--- src/sv/mks_pkg.sv ---
// Shared types, constants and the Morse code table of the keyer segment generator.
package mks_pkg;

  localparam int unsigned DUR_W     = 16;
  localparam int unsigned REG_IDX_W = 3;
  localparam int unsigned PAT_W     = 5;
  localparam int unsigned LEN_W     = 3;

  // Register indexes of the configuration port.
  localparam logic [REG_IDX_W-1:0] REG_DOT        = 3'd0;
  localparam logic [REG_IDX_W-1:0] REG_DASH       = 3'd1;
  localparam logic [REG_IDX_W-1:0] REG_SYMBOL_GAP = 3'd2;
  localparam logic [REG_IDX_W-1:0] REG_LETTER_GAP = 3'd3;
  localparam logic [REG_IDX_W-1:0] REG_PASS_GAP   = 3'd4;

  localparam logic [DUR_W-1:0] RST_DOT        = 16'd200;
  localparam logic [DUR_W-1:0] RST_DASH       = 16'd500;
  localparam logic [DUR_W-1:0] RST_SYMBOL_GAP = 16'd200;
  localparam logic [DUR_W-1:0] RST_LETTER_GAP = 16'd500;
  localparam logic [DUR_W-1:0] RST_PASS_GAP   = 16'd1000;

  typedef struct packed {
    logic [DUR_W-1:0] dot;
    logic [DUR_W-1:0] dash;
    logic [DUR_W-1:0] symbol_gap;
    logic [DUR_W-1:0] letter_gap;
    logic [DUR_W-1:0] pass_gap;
  } mks_dur_t;

  // Symbol i of a character sits in pat[i]; a 1 is a dash.
  typedef struct packed {
    logic [LEN_W-1:0] len;
    logic [PAT_W-1:0] pat;
  } mks_code_t;

  typedef enum logic [1:0] {
    CLS_NONE,
    CLS_MORSE,
    CLS_SPACE,
    CLS_PASS
  } mks_cls_t;

  typedef struct packed {
    mks_cls_t  cls;
    mks_code_t code;
  } mks_dec_t;

  // Table index: 0..25 for A..Z, 26..35 for 0..9.
  function automatic mks_code_t mks_code_lookup(input logic [5:0] idx);
    mks_code_t c;
    case (idx)
      6'd0:  c = '{len: 3'd2, pat: 5'b00010};
      6'd1:  c = '{len: 3'd4, pat: 5'b00001};
      6'd2:  c = '{len: 3'd4, pat: 5'b00101};
      6'd3:  c = '{len: 3'd3, pat: 5'b00001};
      6'd4:  c = '{len: 3'd1, pat: 5'b00000};
      6'd5:  c = '{len: 3'd4, pat: 5'b00100};
      6'd6:  c = '{len: 3'd3, pat: 5'b00011};
      6'd7:  c = '{len: 3'd4, pat: 5'b00000};
      6'd8:  c = '{len: 3'd2, pat: 5'b00000};
      6'd9:  c = '{len: 3'd4, pat: 5'b01110};
      6'd10: c = '{len: 3'd3, pat: 5'b00101};
      6'd11: c = '{len: 3'd4, pat: 5'b00010};
      6'd12: c = '{len: 3'd2, pat: 5'b00011};
      6'd13: c = '{len: 3'd2, pat: 5'b00001};
      6'd14: c = '{len: 3'd3, pat: 5'b00111};
      6'd15: c = '{len: 3'd4, pat: 5'b00110};
      6'd16: c = '{len: 3'd4, pat: 5'b01011};
      6'd17: c = '{len: 3'd3, pat: 5'b00010};
      6'd18: c = '{len: 3'd3, pat: 5'b00000};
      6'd19: c = '{len: 3'd1, pat: 5'b00001};
      6'd20: c = '{len: 3'd3, pat: 5'b00100};
      6'd21: c = '{len: 3'd4, pat: 5'b01000};
      6'd22: c = '{len: 3'd3, pat: 5'b00110};
      6'd23: c = '{len: 3'd4, pat: 5'b01001};
      6'd24: c = '{len: 3'd4, pat: 5'b01101};
      6'd25: c = '{len: 3'd4, pat: 5'b00011};
      6'd26: c = '{len: 3'd5, pat: 5'b11111};
      6'd27: c = '{len: 3'd5, pat: 5'b11110};
      6'd28: c = '{len: 3'd5, pat: 5'b11100};
      6'd29: c = '{len: 3'd5, pat: 5'b11000};
      6'd30: c = '{len: 3'd5, pat: 5'b10000};
      6'd31: c = '{len: 3'd5, pat: 5'b00000};
      6'd32: c = '{len: 3'd5, pat: 5'b00001};
      6'd33: c = '{len: 3'd5, pat: 5'b00011};
      6'd34: c = '{len: 3'd5, pat: 5'b00111};
      6'd35: c = '{len: 3'd5, pat: 5'b01111};
      default: c = '{len: 3'd0, pat: 5'b00000};
    endcase
    return c;
  endfunction

endpackage

--- src/sv/mks_if.sv ---
// Stream interfaces for text input, LED segment output and register writes.
interface mks_in_if;
  logic       valid;
  logic       ready;
  logic       kind;
  logic [7:0] char_code;
  modport source (output valid, kind, char_code, input ready);
  modport sink   (input valid, kind, char_code, output ready);
endinterface

interface mks_out_if;
  logic                      valid;
  logic                      ready;
  logic                      led_level;
  logic [mks_pkg::DUR_W-1:0] duration_ms;
  logic                      last;
  modport source (output valid, led_level, duration_ms, last, input ready);
  modport sink   (input valid, led_level, duration_ms, last, output ready);
endinterface

interface mks_cfg_if;
  logic                          valid;
  logic                          ready;
  logic [mks_pkg::REG_IDX_W-1:0] index;
  logic [mks_pkg::DUR_W-1:0]     data;
  modport source (output valid, index, data, input ready);
  modport sink   (input valid, index, data, output ready);
endinterface

--- src/sv/mks_regs.sv ---
// Timing register file written through the configuration channel.
module mks_regs (
  input  logic              clk,
  input  logic              rst,
  mks_cfg_if.sink           cfg,
  output mks_pkg::mks_dur_t dur
);

  assign cfg.ready = 1'b1;

  always_ff @(posedge clk) begin
    if (rst) begin
      dur.dot        <= mks_pkg::RST_DOT;
      dur.dash       <= mks_pkg::RST_DASH;
      dur.symbol_gap <= mks_pkg::RST_SYMBOL_GAP;
      dur.letter_gap <= mks_pkg::RST_LETTER_GAP;
      dur.pass_gap   <= mks_pkg::RST_PASS_GAP;
    end else if (cfg.valid) begin
      case (cfg.index)
        mks_pkg::REG_DOT:        dur.dot        <= cfg.data;
        mks_pkg::REG_DASH:       dur.dash       <= cfg.data;
        mks_pkg::REG_SYMBOL_GAP: dur.symbol_gap <= cfg.data;
        mks_pkg::REG_LETTER_GAP: dur.letter_gap <= cfg.data;
        mks_pkg::REG_PASS_GAP:   dur.pass_gap   <= cfg.data;
        default: ;
      endcase
    end
  end

endmodule

--- src/sv/mks_decode.sv ---
// Character classifier: folds case and looks up the Morse pattern.
module mks_decode (
  input  logic              kind,
  input  logic [7:0]        char_code,
  output mks_pkg::mks_dec_t dec
);

  localparam logic [7:0] ASCII_SPACE  = 8'h20;
  localparam logic [7:0] ASCII_ZERO   = 8'h30;
  localparam logic [7:0] ASCII_NINE   = 8'h39;
  localparam logic [7:0] ASCII_UP_A   = 8'h41;
  localparam logic [7:0] ASCII_UP_Z   = 8'h5A;
  localparam logic [7:0] ASCII_LO_A   = 8'h61;
  localparam logic [7:0] ASCII_LO_Z   = 8'h7A;
  localparam logic [7:0] CASE_OFFSET  = 8'h20;
  localparam logic [7:0] DIGIT_BASE   = 8'd26;

  logic [7:0] folded;
  logic [7:0] letter_idx;
  logic [7:0] digit_idx;

  always_comb begin
    folded = char_code;
    if (char_code >= ASCII_LO_A && char_code <= ASCII_LO_Z) begin
      folded = char_code - CASE_OFFSET;
    end
    letter_idx = folded - ASCII_UP_A;
    digit_idx  = folded - ASCII_ZERO + DIGIT_BASE;

    dec.cls  = mks_pkg::CLS_NONE;
    dec.code = '0;
    if (kind) begin
      dec.cls = mks_pkg::CLS_PASS;
    end else if (folded == ASCII_SPACE) begin
      dec.cls = mks_pkg::CLS_SPACE;
    end else if (folded >= ASCII_UP_A && folded <= ASCII_UP_Z) begin
      dec.cls  = mks_pkg::CLS_MORSE;
      dec.code = mks_pkg::mks_code_lookup(letter_idx[5:0]);
    end else if (folded >= ASCII_ZERO && folded <= ASCII_NINE) begin
      dec.cls  = mks_pkg::CLS_MORSE;
      dec.code = mks_pkg::mks_code_lookup(digit_idx[5:0]);
    end
  end

endmodule

--- src/sv/mks_seq.sv ---
// Segment sequencer: steps a character's symbols; one segment a cycle unless stalled.
module mks_seq (
  input  logic              clk,
  input  logic              rst,
  input  logic              in_valid,
  output logic              in_ready,
  input  mks_pkg::mks_dec_t dec,
  input  mks_pkg::mks_dur_t dur,
  mks_out_if.source         seg
);

  typedef enum logic [2:0] {
    S_IDLE,
    S_HIGH,
    S_GAP,
    S_SPACE,
    S_LETTER,
    S_PASS
  } state_t;

  state_t                      state;
  logic [mks_pkg::PAT_W-1:0]   pat;
  logic [mks_pkg::LEN_W-1:0]   cnt;
  logic                        load;
  logic                        level_next;
  logic [mks_pkg::DUR_W-1:0]   dur_next;
  logic                        last_next;

  assign in_ready = (state == S_IDLE);
  // The output register takes a new segment when it is empty or being drained.
  assign load = !seg.valid || seg.ready;

  // One duration selector serves every segment kind.
  always_comb begin
    level_next = 1'b0;
    last_next  = 1'b0;
    dur_next   = '0;
    case (state)
      S_HIGH: begin
        level_next = 1'b1;
        dur_next   = pat[0] ? dur.dash : dur.dot;
      end
      S_GAP, S_SPACE: begin
        dur_next = dur.symbol_gap;
      end
      S_LETTER: begin
        dur_next  = dur.letter_gap;
        last_next = 1'b1;
      end
      S_PASS: begin
        dur_next  = dur.pass_gap;
        last_next = 1'b1;
      end
      default: ;
    endcase
  end

  always_ff @(posedge clk) begin
    if (rst) begin
      state           <= S_IDLE;
      seg.valid       <= 1'b0;
      seg.led_level   <= 1'b0;
      seg.duration_ms <= '0;
      seg.last        <= 1'b0;
    end else begin
      if (state != S_IDLE && load) begin
        seg.valid       <= 1'b1;
        seg.led_level   <= level_next;
        seg.duration_ms <= dur_next;
        seg.last        <= last_next;
      end else if (seg.valid && seg.ready) begin
        seg.valid <= 1'b0;
      end
      case (state)
        S_IDLE: begin
          if (in_valid) begin
            case (dec.cls)
              mks_pkg::CLS_MORSE: begin
                pat   <= dec.code.pat;
                cnt   <= dec.code.len;
                state <= S_HIGH;
              end
              mks_pkg::CLS_SPACE: state <= S_SPACE;
              mks_pkg::CLS_PASS:  state <= S_PASS;
              default: ;
            endcase
          end
        end
        S_HIGH: begin
          if (load) begin
            state <= S_GAP;
          end
        end
        S_GAP: begin
          if (load) begin
            pat   <= pat >> 1;
            cnt   <= cnt - 3'd1;
            state <= (cnt == 3'd1) ? S_LETTER : S_HIGH;
          end
        end
        S_SPACE: begin
          if (load) begin
            state <= S_LETTER;
          end
        end
        S_LETTER, S_PASS: begin
          if (load) begin
            state <= S_IDLE;
          end
        end
        default: state <= S_IDLE;
      endcase
    end
  end

endmodule

--- src/sv/morse_keyer_segments.sv ---
// Top level of the Morse keyer segment generator.
// Each text transfer is a character or an end-of-pass marker; the block answers with a run
// of LED segments (level, duration in ms, last flag) on the seg channel, one segment per
// cycle unless seg stalls, from a single sequencer and duration selector. A character of n
// Morse symbols gives 2n + 1 segments, so at most 11 for a five-symbol digit; a space
// gives 2, an end-of-pass marker 1, and an unknown character none. The text channel is
// not ready while a character is being expanded. The user must write the timing registers
// on cfg only while idle; the block itself does not enforce it.
module morse_keyer_segments (
  input  logic      clk,
  input  logic      rst,
  mks_in_if.sink    text,
  mks_out_if.source seg,
  mks_cfg_if.sink   cfg
);

  mks_pkg::mks_dur_t dur;
  mks_pkg::mks_dec_t dec;
  logic              in_ready;

  assign text.ready = in_ready;

  mks_regs u_regs (
    .clk (clk),
    .rst (rst),
    .cfg (cfg),
    .dur (dur)
  );

  mks_decode u_decode (
    .kind      (text.kind),
    .char_code (text.char_code),
    .dec       (dec)
  );

  mks_seq u_seq (
    .clk      (clk),
    .rst      (rst),
    .in_valid (text.valid),
    .in_ready (in_ready),
    .dec      (dec),
    .dur      (dur),
    .seg      (seg)
  );

endmodule

--- src/flat_wrapper.sv ---
// flat-port wrapper written by rule: the top's interface ports become plain ports
module morse_keyer_segments_flat 
  (clk, rst, text_valid, text_kind, text_char_code, text_ready, seg_valid, seg_led_level, seg_duration_ms, seg_last, seg_ready, cfg_valid, cfg_index, cfg_data, cfg_ready);
  mks_in_if text_i ();
  mks_out_if seg_i ();
  mks_cfg_if cfg_i ();
  input  logic clk;
  input  logic rst;
  input wire logic [$bits(text_i.valid)-1:0] text_valid;
  input wire logic [$bits(text_i.kind)-1:0] text_kind;
  input wire logic [$bits(text_i.char_code)-1:0] text_char_code;
  output wire logic [$bits(text_i.ready)-1:0] text_ready;
  output wire logic [$bits(seg_i.valid)-1:0] seg_valid;
  output wire logic [$bits(seg_i.led_level)-1:0] seg_led_level;
  output wire logic [$bits(seg_i.duration_ms)-1:0] seg_duration_ms;
  output wire logic [$bits(seg_i.last)-1:0] seg_last;
  input wire logic [$bits(seg_i.ready)-1:0] seg_ready;
  input wire logic [$bits(cfg_i.valid)-1:0] cfg_valid;
  input wire logic [$bits(cfg_i.index)-1:0] cfg_index;
  input wire logic [$bits(cfg_i.data)-1:0] cfg_data;
  output wire logic [$bits(cfg_i.ready)-1:0] cfg_ready;
  assign text_i.valid = text_valid;
  assign text_i.kind = text_kind;
  assign text_i.char_code = text_char_code;
  assign text_ready = text_i.ready;
  assign seg_valid = seg_i.valid;
  assign seg_led_level = seg_i.led_level;
  assign seg_duration_ms = seg_i.duration_ms;
  assign seg_last = seg_i.last;
  assign seg_i.ready = seg_ready;
  assign cfg_i.valid = cfg_valid;
  assign cfg_i.index = cfg_index;
  assign cfg_i.data = cfg_data;
  assign cfg_ready = cfg_i.ready;
  morse_keyer_segments u_core (.clk(clk), .rst(rst), .text(text_i), .seg(seg_i), .cfg(cfg_i));
endmodule
--- config.mk ---
export PLATFORM = sky130hd
export DESIGN_NAME = morse_keyer_segments_flat
export DESIGN_NICKNAME = d
export VERILOG_FILES = /design/src/sv/mks_pkg.sv /design/src/sv/mks_if.sv /design/src/sv/mks_regs.sv /design/src/sv/mks_decode.sv /design/src/sv/mks_seq.sv /design/src/sv/morse_keyer_segments.sv /design/src/flat_wrapper.sv
export SDC_FILE = /design/constraint.sdc
export NUM_CORES = 1
export LEC_CHECK = 0
export BUFFER_PORTS_ARGS = -buffer_cell sky130_fd_sc_hd__buf_4
export CAP_MARGIN = 20
export CORE_UTILIZATION = 56
export CTS_BUF_LIST = sky130_fd_sc_hd__clkbuf_8
export DETAILED_ROUTE_END_ITERATION = 8
export GPL_ROUTABILITY_DRIVEN = 1
export PLACE_DENSITY_LB_ADDON = 0.3
export SYNTH_ARGS = -nofsm -noshare
export SYNTH_HDL_FRONTEND = slang
export SYNTH_SLANG_ARGS = --single-unit
--- constraint.sdc ---
create_clock -name clk -period 3.2 [get_ports clk]
set_clock_uncertainty 0.1 [all_clocks]
set_input_delay 0.16 -clock clk [delete_from_list [all_inputs] [get_ports clk]]
set_output_delay 0.16 -clock clk [all_outputs]
set_load 0.005 [all_outputs]
==> summary.md <==
| Metric | Value |
|---|---|
| Clock sink count | 110 |
| CTS clock-pin slew for the worst setup and hold paths | 0.11 ns |
| Die width | 107 um |
| Part of the Yosys area used for sequential elements | 0.371 |
| Post-route minimum period | 2.50 ns |
| Result of the run | finished clean |
| Vias per cell | 6.11 |
| Instance area after placement | 6540 um^2 |
| Combined global-route utilization of all metal layers | 0.305 |
| Largest net degree at the start of global routing | 104 |
| Min Hold Slack | 0.0520 ns |
| Transition time of the tightest slew-check pin | 0.967 ns |
| H-Tree Depth | 3 |
| Final hold vios | 0 |
| Count of mapped cells out of synthesis | 809 |
| Critical Path Source Type | input pin |
| Core footprint | 10,500 um^2 |
| Fraction of final layout cells with drive strength greater than 1 | 0.122 |
| Buffer cell driving the clock tree root | sky130_fd_sc_hd__clkbuf_8 |
| Most used DFF post-synth | sky130_fd_sc_hd__dfxtp_1 |
| Vertical extent of the die | 107 um |
| Initial cell density of the core | 0.585 |
| Slew HR | 0.355 |
| Total negative slack | 0 ns |
| Leakage | 2.67 nW |
| Leftover overflow at the end of global routing | 0 |
| Wire length of the first global-routing pass | 27.6 mm |
| Pwr dens | 496 nW/um^2 |
| Number of library cell types mapped by synthesis | 71 |
| CP Max Fanout | 21 |
| Max frequency | 400 MHz |
| Worst Path Arrival | 2.49 ns |
| Logic pwr share | 0.298 |
| EDFF count, synth | 8 |
| Number of gates resized after CTS | 0 |
| Std cell rows | 37 |
| Inst Count DP | 949 |
| Clock share of power | 0.248 |
| Residual antenna-violating net count after detailed routing | 0 |
| Layout overhead on the synthesized area | 12.2% |
| Postcts setup bufs | 0 |
| Final worst path period share | 0.781 |
| Post-synthesis area per instance | 7.60 um^2 |
| Setup WS post-layout | 0.700 ns |
| Max clock buf depth | 2 |
| RSZ-0062 raised after global routing | false |
| Launch point of the worst path | text_char_code[1] |
| Post-synth design cell area | 6150 um^2 |
| Ys Warns | 0 |
| Type of the setup path with the least slack | in -> reg |
| Wire length per cell | 17.5 um |
| Total Power | 3.42 mW |
| Async S/R FF share, synth | 0 |
| RR Startpoint | u_core.u_seq.state[1] |
| Final non-filler cell total | 981 |
| Category of the worst setup path capture point | register |
| CTS tree | done |
| Net switching power | 1.25 mW |
| Internal Pwr Total | 2.18 mW |
| Antenna violations before repair | 0 |
| Number of buffers added by the clock tree synthesis step | 9 |
| Reg power frac | 0.453 |
| Buffers added on ports | 52 |
| Path class of the lowest-slack min-delay path | in -> reg |
| Clock latency on the worst-skew pair | 0.39 ns |
| Overall via count from detail_route | 5,991 |
| Number of detailed-routing iterations run before antenna repair | 5 |
| Seq cells post-synth | 110 |
| Wire length reported by the detailed router | 17.2 mm |
| Non-Filler Cell Area, Final | 6900 um^2 |
| Fin util | 0.657 |
| Maximum capacitance violations | 0 |
| Pins over their slew limit | 0 |
| Setup Viol. Count Final | 0 |
| DRC viols | 0 |
| Ports placed on the boundary | 54 |
| Proportion of total power due to net switching | 0.364 |
| Die Area | 11,400 um^2 |
| Initial DRC Count | 511 |
| Final weighted congestion of routability-driven global placement | 0.968 |
| Worst slack, placed | 0.342 ns |
| Syn Nets | 858 |
| Total Nets Final | 889 |
| Max IR drop VDD | 391 uV |
| DP Wirelength | 11.5 mm |
| Antenna diode instance count | 0 |
| Data required time of the worst path | 3.19 ns |
| Number of global-route vias before repair | 5,598 |
| CTS Hold Buffers Added | 16 |
| Worst Hold Launch | text_kind |
==> metal layers <==
metal  vias to the layer above  track usage  part of all wire
met5                         -            0                 0
met4                         0        0.135             0.028
met3                        45       0.0498             0.058
met2                       225        0.513              0.49
met1                      2871        0.385              0.42
li1                       2850            -                 -
==> final timing paths <==
check	to	slack (ns)	cells after the start
hold / removal	u_core.u_seq.state[2]	0.05	4
setup / recovery	u_core.u_seq.pat[3]	0.70	9
hold reg to reg	u_core.u_regs.dur[59]	0.36	2
setup reg to reg	u_core.u_seq.seg.duration_ms[9]	0.90	6
==> cells in the final DEF (no fill, tap or decap), types with 4 or more instances in the layout <==
cell type,count
sky130_fd_sc_hd__nand3_1,7
sky130_fd_sc_hd__nor3b_1,4
sky130_fd_sc_hd__o211ai_1,5
sky130_fd_sc_hd__xor2_1,4
sky130_fd_sc_hd__nand4_1,4
sky130_fd_sc_hd__mux2i_1,21
sky130_fd_sc_hd__o21ai_0,16
sky130_fd_sc_hd__nand3b_1,27
sky130_fd_sc_hd__nand2b_1,9
sky130_fd_sc_hd__edfxtp_1,8
sky130_fd_sc_hd__and2_1,5
sky130_fd_sc_hd__a21oi_1,135
sky130_fd_sc_hd__clkbuf_8,9
sky130_fd_sc_hd__buf_4,65
sky130_fd_sc_hd__and3_1,4
sky130_fd_sc_hd__xnor2_1,4
sky130_fd_sc_hd__nand2_1,188
sky130_fd_sc_hd__dfxtp_1,102
sky130_fd_sc_hd__nor3_1,6
sky130_fd_sc_hd__a211o_1,4
sky130_fd_sc_hd__ha_1,16
sky130_fd_sc_hd__nor2b_1,14
sky130_fd_sc_hd__dlygate4sd3_1,16
sky130_fd_sc_hd__nor2_1,64
sky130_fd_sc_hd__inv_1,11
sky130_fd_sc_hd__o22ai_1,4
sky130_fd_sc_hd__a22oi_1,20
sky130_fd_sc_hd__a31oi_1,7
==> kinds of logic after synthesis <==
| group | count (synthesis) | synth area share |
|---|---|---|
| other | 1 | 0.000610 |
| adders and majority gates | 16 | 0.0325 |
| DFF | 110 | 0.371 |
| xor gates and xnor gates | 12 | 0.0220 |
| AOI/OAI and AO/OA | 225 | 0.219 |
| muxes | 24 | 0.0415 |
| buffers and inverters | 74 | 0.0525 |
| and+or+nand+nor | 347 | 0.261 |
==> critical path: stages <==
cell,delay [ns]
sky130_fd_sc_hd__buf_4,0.21
sky130_fd_sc_hd__inv_1,0.19
sky130_fd_sc_hd__ha_1,0.33
sky130_fd_sc_hd__nor4b_2,0.22
sky130_fd_sc_hd__a211o_1,0.36
sky130_fd_sc_hd__o31ai_2,0.28
sky130_fd_sc_hd__a31oi_1,0.16
sky130_fd_sc_hd__a2111oi_2,0.35
sky130_fd_sc_hd__buf_4,0.23
==> power by group through the flow <==
| stage | sequential, mW | clock [mW] | combinational (mW) |
|---|---|---|---|
| finish | 1.55 | 0.850 | 1.02 |
| global route | 1.56 | 0.908 | 1.13 |
| CTS | 1.55 | 0.853 | 1.01 |
| detailed placement | 1.58 | 0 | 0.991 |
| global placement | 1.57 | 0 | 0.970 |
| floorplan | 1.54 | 0 | 0.701 |
==> synth_stat cells, types with 4 or more instances <==
cell | instances | area share
sky130_fd_sc_hd__and3_1 | 4 | 0.0041
sky130_fd_sc_hd__o211ai_1 | 5 | 0.0061
sky130_fd_sc_hd__a22oi_1 | 20 | 0.024
sky130_fd_sc_hd__clkbuf_1 | 43 | 0.026
sky130_fd_sc_hd__buf_2 | 9 | 0.0073
sky130_fd_sc_hd__edfxtp_1 | 8 | 0.039
sky130_fd_sc_hd__inv_1 | 11 | 0.0067
sky130_fd_sc_hd__nand2b_1 | 9 | 0.0092
sky130_fd_sc_hd__a211o_1 | 4 | 0.0057
sky130_fd_sc_hd__a21oi_1 | 135 | 0.11
sky130_fd_sc_hd__nand3_1 | 7 | 0.0057
sky130_fd_sc_hd__nand3b_1 | 27 | 0.033
sky130_fd_sc_hd__nand4_1 | 4 | 0.0041
sky130_fd_sc_hd__buf_4 | 7 | 0.0085
sky130_fd_sc_hd__ha_1 | 16 | 0.033
sky130_fd_sc_hd__mux2i_1 | 21 | 0.034
sky130_fd_sc_hd__nand2_1 | 188 | 0.11
sky130_fd_sc_hd__nor2b_1 | 14 | 0.014
sky130_fd_sc_hd__and2_1 | 5 | 0.0051
sky130_fd_sc_hd__xor2_1 | 4 | 0.0057
sky130_fd_sc_hd__nor3b_1 | 4 | 0.0049
sky130_fd_sc_hd__xnor2_1 | 4 | 0.0057
sky130_fd_sc_hd__nor2_1 | 64 | 0.039
sky130_fd_sc_hd__dfxtp_1 | 102 | 0.33
sky130_fd_sc_hd__nor3_1 | 6 | 0.0049
sky130_fd_sc_hd__a31oi_1 | 7 | 0.0071
sky130_fd_sc_hd__o22ai_1 | 4 | 0.0041
sky130_fd_sc_hd__o21ai_0 | 16 | 0.013
==> sequential cells by signal, indices dropped and copies added (netlist names) <==
signal                        count
u_core.u_seq.pat                  5
u_core.u_regs.dur                80
u_core.u_seq.seg.duration_ms     16
u_core.u_seq.seg.last             1
u_core.u_seq.seg.valid            1
u_core.u_seq.state                3
u_core.u_seq.cnt                  3
u_core.u_seq.seg.led_level        1
==> area by class of cell <==
type	instances	area, um^2
well taps	136	170
fillers	891	3600
flip-flops and latches	110	2280
clock buffers	9	124
multi-input cells	625	3550
clock inverters	7	77.6
inverters	13	48.8
repair buffers	81	648
(Power assumes the default switching activity.)
